===== src/rtl/urem32_pkg.sv =====
// ----------------------------------------------------------------------------
// urem32_pkg
// shared types for the unsigned remainder core and its bit cells
// ----------------------------------------------------------------------------
package urem32_pkg;

    // per-cycle control that the sequencer broadcasts to every bit cell
    typedef struct packed {
        logic load;     // capture a new item, clear the partial remainder
        logic shift;    // take one restoring step
        logic sub;      // keep the difference rather than the shifted value
    } cell_ctrl_t;

endpackage


===== src/rtl/unsigned_remainder_32_core.sv =====
// ----------------------------------------------------------------------------
// unsigned_remainder_32_core
// unsigned remainder by radix-2 restoring division over a row of bit cells
// ----------------------------------------------------------------------------
// usage
//   raise start with numerator and modulus; the item is taken at a rising
//   edge where start is high and busy is low
//   busy is high while the cells step, one remainder bit decided per cycle;
//   each cell hands its remainder bit to the next cell up and the borrow of
//   the subtract ripples along the row
//   done pulses for one cycle with remainder_out = numerator mod modulus,
//   or 0 when modulus is zero; it is not held and cannot be stalled
//   done is registered: it is set at the edge that ends the last step, and
//   remainder_out holds the result while done is shown
//   items do not overlap: a new item is taken only while busy is low; a new
//   item may be started in the cycle that done is shown
//   reset (rst_n low, asynchronous) drops busy and done; any item in flight
//   is lost and no result is shown for it
// ----------------------------------------------------------------------------
module unsigned_remainder_32_core #(
    parameter int DATA_WIDTH = 32
) (
    input  logic                  clk,
    input  logic                  rst_n,
    input  logic                  start,
    output logic                  busy,
    input  logic [DATA_WIDTH-1:0] numerator,
    input  logic [DATA_WIDTH-1:0] modulus,
    output logic                  done,
    output logic [DATA_WIDTH-1:0] remainder_out
);
    import urem32_pkg::*;

    localparam int CNT_W = $clog2(DATA_WIDTH) + 1;
    localparam logic [CNT_W-1:0] STEPS = CNT_W'(DATA_WIDTH);
    localparam logic [CNT_W-1:0] LAST  = CNT_W'(1);

    typedef enum logic {
        ST_IDLE,
        ST_RUN
    } state_t;

    state_t           state_reg;
    state_t           state_next;
    logic [CNT_W-1:0] cnt_reg;
    logic [CNT_W-1:0] cnt_next;
    logic             done_reg;
    logic             done_next;
    logic             zero_div_reg;
    logic             zero_div_next;

    logic                  accept;
    cell_ctrl_t            ctrl;
    logic [DATA_WIDTH:0]   borrow;     // borrow chain through the row
    logic [DATA_WIDTH-1:0] rem;        // partial remainder, one bit per cell
    logic [DATA_WIDTH-1:0] num;        // dividend shift line, one bit per cell
    logic [DATA_WIDTH-1:0] rem_in;
    logic [DATA_WIDTH-1:0] num_in;

    assign accept = start && (state_reg == ST_IDLE);

    // subtract when the shifted-out carry is set or shifted >= divisor
    assign ctrl.load  = accept;
    assign ctrl.shift = (state_reg == ST_RUN);
    assign ctrl.sub   = rem[DATA_WIDTH-1] || !borrow[DATA_WIDTH];

    assign borrow[0] = 1'b0;

    // lowest cell takes the next dividend bit, every other cell its neighbor's
    always_comb
    begin
        rem_in = {rem[DATA_WIDTH-2:0], num[DATA_WIDTH-1]};
        num_in = {num[DATA_WIDTH-2:0], 1'b0};
    end

    for (genvar i = 0; i < DATA_WIDTH; i++)
    begin : g_cell
        urem32_cell u_cell (
            .clk        (clk),
            .ctrl       (ctrl),
            .num_load   (numerator[i]),
            .div_load   (modulus[i]),
            .rem_in     (rem_in[i]),
            .num_in     (num_in[i]),
            .borrow_in  (borrow[i]),
            .borrow_out (borrow[i+1]),
            .rem        (rem[i]),
            .num        (num[i])
        );
    end

    // sequencer: load, DATA_WIDTH steps, then one done cycle
    always_comb
    begin
        state_next    = state_reg;
        cnt_next      = cnt_reg;
        done_next     = 1'b0;
        zero_div_next = zero_div_reg;
        case (state_reg)
            ST_IDLE:
            begin
                if (start)
                begin
                    state_next    = ST_RUN;
                    cnt_next      = STEPS;
                    zero_div_next = (modulus == '0);
                end
            end
            ST_RUN:
            begin
                cnt_next = cnt_reg - LAST;
                if (cnt_reg == LAST)
                begin
                    state_next = ST_IDLE;
                    done_next  = 1'b1;
                end
            end
            default:
            begin
                state_next = ST_IDLE;
            end
        endcase
    end

    always_ff @(posedge clk or negedge rst_n)
    begin
        if (!rst_n)
        begin
            state_reg    <= ST_IDLE;
            cnt_reg      <= '0;
            done_reg     <= 1'b0;
            zero_div_reg <= 1'b0;
        end
        else
        begin
            state_reg    <= state_next;
            cnt_reg      <= cnt_next;
            done_reg     <= done_next;
            zero_div_reg <= zero_div_next;
        end
    end

    assign busy          = (state_reg == ST_RUN);
    assign done          = done_reg;
    // a zero divisor leaves the dividend in the row; report zero instead
    assign remainder_out = zero_div_reg ? '0 : rem;

`ifndef ASSERT_OFF
    a_done_not_busy: assert property (@(posedge clk) disable iff (!rst_n)
        done_reg |-> !busy)
        else $error("done shown while still stepping");

    a_accept_runs: assert property (@(posedge clk) disable iff (!rst_n)
        accept |=> busy && (cnt_reg == STEPS))
        else $error("accepted item did not start a full run");

    a_last_step_done: assert property (@(posedge clk) disable iff (!rst_n)
        busy && (cnt_reg == LAST) |=> done_reg)
        else $error("last step not followed by done");

    a_done_after_run: assert property (@(posedge clk) disable iff (!rst_n)
        done_reg |-> $past(busy))
        else $error("done without a run before it");

    a_cnt_nonzero: assert property (@(posedge clk) disable iff (!rst_n)
        busy |-> (cnt_reg != '0))
        else $error("step counter empty while busy");
`endif

endmodule


===== src/rtl/urem32_cell.sv =====
// ----------------------------------------------------------------------------
// urem32_cell
// one bit slice of the restoring divider: remainder, divisor and dividend bit
// ----------------------------------------------------------------------------
module urem32_cell (
    input  logic                   clk,
    input  urem32_pkg::cell_ctrl_t ctrl,
    input  logic                   num_load,   // dividend bit on load
    input  logic                   div_load,   // divisor bit on load
    input  logic                   rem_in,     // remainder bit from lower neighbor (cell 0: next dividend bit)
    input  logic                   num_in,     // dividend bit from lower neighbor
    input  logic                   borrow_in,
    output logic                   borrow_out,
    output logic                   rem,
    output logic                   num
);
    import urem32_pkg::*;

    logic rem_reg;
    logic rem_next;
    logic num_reg;
    logic num_next;
    logic div_reg;
    logic diff;

    // one bit of shifted - divisor
    assign diff       = rem_in ^ div_reg ^ borrow_in;
    assign borrow_out = (~rem_in & div_reg) | (~(rem_in ^ div_reg) & borrow_in);

    always_comb
    begin
        rem_next = rem_reg;
        num_next = num_reg;
        if (ctrl.load)
        begin
            rem_next = 1'b0;
            num_next = num_load;
        end
        else if (ctrl.shift)
        begin
            rem_next = ctrl.sub ? diff : rem_in;
            num_next = num_in;
        end
    end

    always_ff @(posedge clk)
    begin
        rem_reg <= rem_next;
        num_reg <= num_next;
        if (ctrl.load)
        begin
            div_reg <= div_load;
        end
    end

    assign rem = rem_reg;
    assign num = num_reg;

endmodule

===== config.mk =====
export PLATFORM = sky130hd
export DESIGN_NAME = unsigned_remainder_32_core
export DESIGN_NICKNAME = d
export VERILOG_FILES = /design/src/rtl/urem32_pkg.sv /design/src/rtl/unsigned_remainder_32_core.sv /design/src/rtl/urem32_cell.sv
export SDC_FILE = /design/constraint.sdc
export NUM_CORES = 1
export LEC_CHECK = 0
export BUFFER_PORTS_ARGS = -buffer_cell sky130_fd_sc_hd__buf_4
export CAP_MARGIN = 20
export CORE_UTILIZATION = 35
export DETAILED_ROUTE_END_ITERATION = 16
export PLACE_DENSITY = 0.63
export SKIP_CTS_REPAIR_TIMING = 1
export SLEW_MARGIN = 30
export SYNTH_ARGS = -nofsm -noshare
export SYNTH_HDL_FRONTEND = slang
export SYNTH_HIERARCHICAL = 1
export SYNTH_SLANG_ARGS = --single-unit

===== constraint.sdc =====
create_clock -name clk -period 14.75 [get_ports clk]
set_input_delay 3.6875 -clock clk [delete_from_list [all_inputs] [get_ports clk]]
set_output_delay 3.6875 -clock clk [all_outputs]
set_load 0.01 [all_outputs]

==> reports/qor.txt <==
DIE
--------------------------------------------------------------------------------------------
Row count                                                                                 45
Die boundary width                                                                    128 µm
Effective utilization at floorplan                                                     0.362
Die area                                                                          16,300 µm²
Std-Cell Core Area                                                                15,300 µm²
Die Ht                                                                                128 µm
Number of ports placed on the die boundary                                               101

GRT
--------------------------------------------------------------------------------------------
Met3 routing resource usage after global routing                                      0.0317
Global routing met2 resource utilization                                               0.232
Global-route wire length before repair                                             17,900 µm
Layer with the highest usage                                                            met2
Met1 track utilization from global routing                                             0.181
Number of antenna violations at the first check in global routing                          0
Maximum number of pins on one net before global-route repair                             108
Final global-route overflow total                                                          0
Global-route total usage across every layer                                            0.142
Via count of the first global-routing pass                                             3,587

SYNTHESIS
--------------------------------------------------------------------------------------------
Instance count of the mapped netlist                                                     460
Share of the synthesized area in compound gates (AO/OA/AOI/OAI)                       0.0619
Share of synthesized cell area in full adder, half adder and majority cells            0.120
Netlist area before placement                                                       5540 µm²
Fraction of synthesized area in multiplexers                                          0.0686
Top post-synthesis cells by area                                                edfxtp_1 (35%), dfxtp_1 (12%), fa_1 (12%)
Seq/Total Area, Yosys                                                                  0.503
Count of flip-flops with a built-in enable after synthesis                                64
Cell accounting for the most synthesized area                                       edfxtp_1
Top cells by count, synth                                                       edfxtp_1 (64), inv_1 (55), nor2_1 (35), nor2b_1 (33)
Count of synthesis-stage warnings from yosys                                               6
Main combinational cell family by area after synthesis                          simple AND/OR/NAND/NOR gates
Area share of the largest cell type after synthesis                                    0.347
Commonest register cell after synthesis                                             edfxtp_1
Synthesized flop and latch total                                                         105
Basic-gate share of the synthesized area counting and, or, nand and nor cells          0.204
Top-count cell post-synth                                                           edfxtp_1
Netlist cell types                                                                        34
Synthesized-area fraction occupied by xor and xnor cells                             0.00158
Avg Cell Area, Syn                                                                  12.0 µm²
Ys async rst share                                                                    0.0857

DRT
--------------------------------------------------------------------------------------------
First-iteration detailed-routing DRC count                                               194
Residual antenna-violating net count after detailed routing                                0
Ratio of routed vias to standard cells                                                  4.70
Average detailed-routed wire length per instance                                     14.4 µm
Total Wirelength                                                                   11,300 µm
Detailed-routing iteration count for the pre-antenna-repair pass                           4
DRC                                                                                        0
Via count                                                                              3,712

SETUP PATH
--------------------------------------------------------------------------------------------
Critical register-to-register path startpoint                                   g_cell[0].u_cell/div_reg
Cell occurring most often along the worst timing path                                   fa_1
Worst EP required                                                                   15.00 ns
Worst reg2reg path depth                                                                  38
Largest fanout on the critical path                                                       19
Worst setup path class                                                            reg -> reg
Startpoint types                                                                    register
Worst-path cell with the longest stage delay                                            fa_1
Data arrival, critical path                                                         14.43 ns
Critical register-to-register path endpoint                                     g_cell[24].u_cell/rem
Max stage delay on crit path                                                         0.43 ns
Setup slack on the worst flop-to-flop path                                           0.57 ns
Critical path capture point type                                                    register

PLACED DESIGN
--------------------------------------------------------------------------------------------
Count of input and output buffers                                                        100
Post-detail-place hpwl                                                               7680 µm
Final estimated routing congestion in global placement                                 0.716
Setup Slack @ Placement                                                            -0.105 ns

STA
--------------------------------------------------------------------------------------------
Fin worst setup slack                                                               0.571 ns
Clock period minus final worst setup slack                                          14.18 ns
Transition time at the pin with the least slew margin                               0.886 ns
Achievable clock frequency                                                          70.5 MHz
Final setup violation count                                                                0
Final Hold Viols                                                                           0
Final Slew Violations                                                                      0
Final hold slack                                                                    0.512 ns
RSZ-0062 raised after global routing                                                      no
Share of the cycle needed by the critical path after routing                           0.961
Rel. slew slack                                                                        0.410
Clk_skew                                                                          0.00757 ns

CTS
--------------------------------------------------------------------------------------------
Clock buffer count from CTS                                                                9
Maximum number of buffers from clock root to sink                                          2
Number of clock sinks                                                                    105
Clock insertion delay at the later pin of the skew report                            0.35 ns
Clock tree from TritonCTS                                                                yes
Clock H-tree levels                                                                        3
CTS root buf                                                                       clkbuf_16
Clk slew on worst S/H paths                                                          0.07 ns

FINISH
--------------------------------------------------------------------------------------------
Area growth from synthesis to final layout                                             27.0%
Filler cell count in the final layout                                                  1,444
# nets final                                                                             675
Proportion of layout cells with a drive suffix above 1                                 0.301
Antenna Cells                                                                              0

MIN PATH
--------------------------------------------------------------------------------------------
Hold Crit Endpoint                                                                      done
Instance count along the most critical hold path                                           1
Hold wc startpoint                                                                cnt_reg[5]
Class of the tightest hold or removal check                                       reg -> reg

OUTCOME
--------------------------------------------------------------------------------------------
Status                                                                          finished clean

POWER AND IR DROP
--------------------------------------------------------------------------------------------
Leakage Power                                                                        2.93 nW
Power density relative to cell area                                               206 nW/µm²
IR Drop Worst-Case VDD                                                             0.0726 mV

RUN
--------------------------------------------------------------------------------------------
Number of maximum-capacitance constraint violations                                        0

## layout make-up
| class | instances | area [µm²] | area share |
|---|---|---|---|
| tap | 211 | 264 | 0.0375 |
| timing repair buffer | 106 | 842 | 0.120 |
| multi-input combinational | 297 | 2640 | 0.375 |
| sequential | 105 | 2790 | 0.397 |
| inverter | 55 | 209 | 0.0297 |
| clock inverter | 3 | 40.0 | 0.00569 |
| clock buffer | 13 | 250 | 0.0356 |
## worst max-delay path: cells and delay by family, from the launching register on
family	cells	cell delay, ns
buf+inv	3	0.29
simple gates	2	0.20
compound gates	1	0.28
fa+ha+maj	32	12.94
flops	1	0.35
## layout by cell type, fill, tap and decap left out, types with 11 or more instances in the layout
master    count
buf_4       102
and2_1       18
fa_1         23
edfxtp_1     64
nor2_1       35
or3b_1       18
dfxtp_1      32
mux2_2       14
a311oi_1     11
nand2b_1     28
mux2_1       18
nor2b_1      33
or2_1        18
or2_2        14
inv_1        54
## worst max-delay path by stage
stage               cells past startpoint                    end  slack, ns                startpoint
finish                                 38  g_cell[24].u_cell/rem       0.57  g_cell[0].u_cell/div_reg
floorplan                              37   g_cell[0].u_cell/rem       0.05  g_cell[0].u_cell/div_reg
detailed placement                     38  g_cell[20].u_cell/rem      -0.10  g_cell[0].u_cell/div_reg
global placement                       38  g_cell[22].u_cell/rem       0.11  g_cell[0].u_cell/div_reg
global route                           38  g_cell[28].u_cell/rem       0.01  g_cell[0].u_cell/div_reg
CTS                                    38  g_cell[20].u_cell/rem      -0.16  g_cell[0].u_cell/div_reg
## logic make-up after synthesis
| family | Yosys count |
|---|---|
| simple gates | 185 |
| flops | 105 |
| buf+inv | 59 |
| compound gates | 41 |
| fa+ha+maj | 34 |
| mux | 34 |
| other cells | 1 |
| xor+xnor | 1 |
## per-layer routing
| metal | up-vias | part of all wire | wire, µm |
|---|---|---|---|
| met1 | 1814 | 0.46 | 5210 |
| li1 | 1818 | - | - |
| met2 | 65 | 0.48 | 5460 |
| met5 | - | 0 | 0 |
| met4 | 0 | 0.022 | 244 |
| met3 | 15 | 0.038 | 428 |
## power by group
group	switching, mW	total [mW]	internal [mW]
logic	0.313	0.681	0.368
registers	0.0744	0.526	0.452
clock network	0.105	0.241	0.136
total	0.493	1.45	0.956
## through the flow
stage | utilization | power (mW) | std cells | area, µm² | TNS, ns
2_1_floorplan | - | 0.964 | 461 | 5550 | 0
3_3_place_gp | 0.432 | 1.15 | 773 | 6620 | 0
3_5_place_dp | 0.432 | 1.18 | 773 | 6620 | -0.721
4_1_cts | 0.451 | 1.43 | 789 | 6910 | -1.92
5_1_grt | 0.459 | 1.57 | 790 | 7040 | 0
6_report | 0.459 | 1.45 | 790 | 7040 | 0
Power figures use the tool's default switching activity.
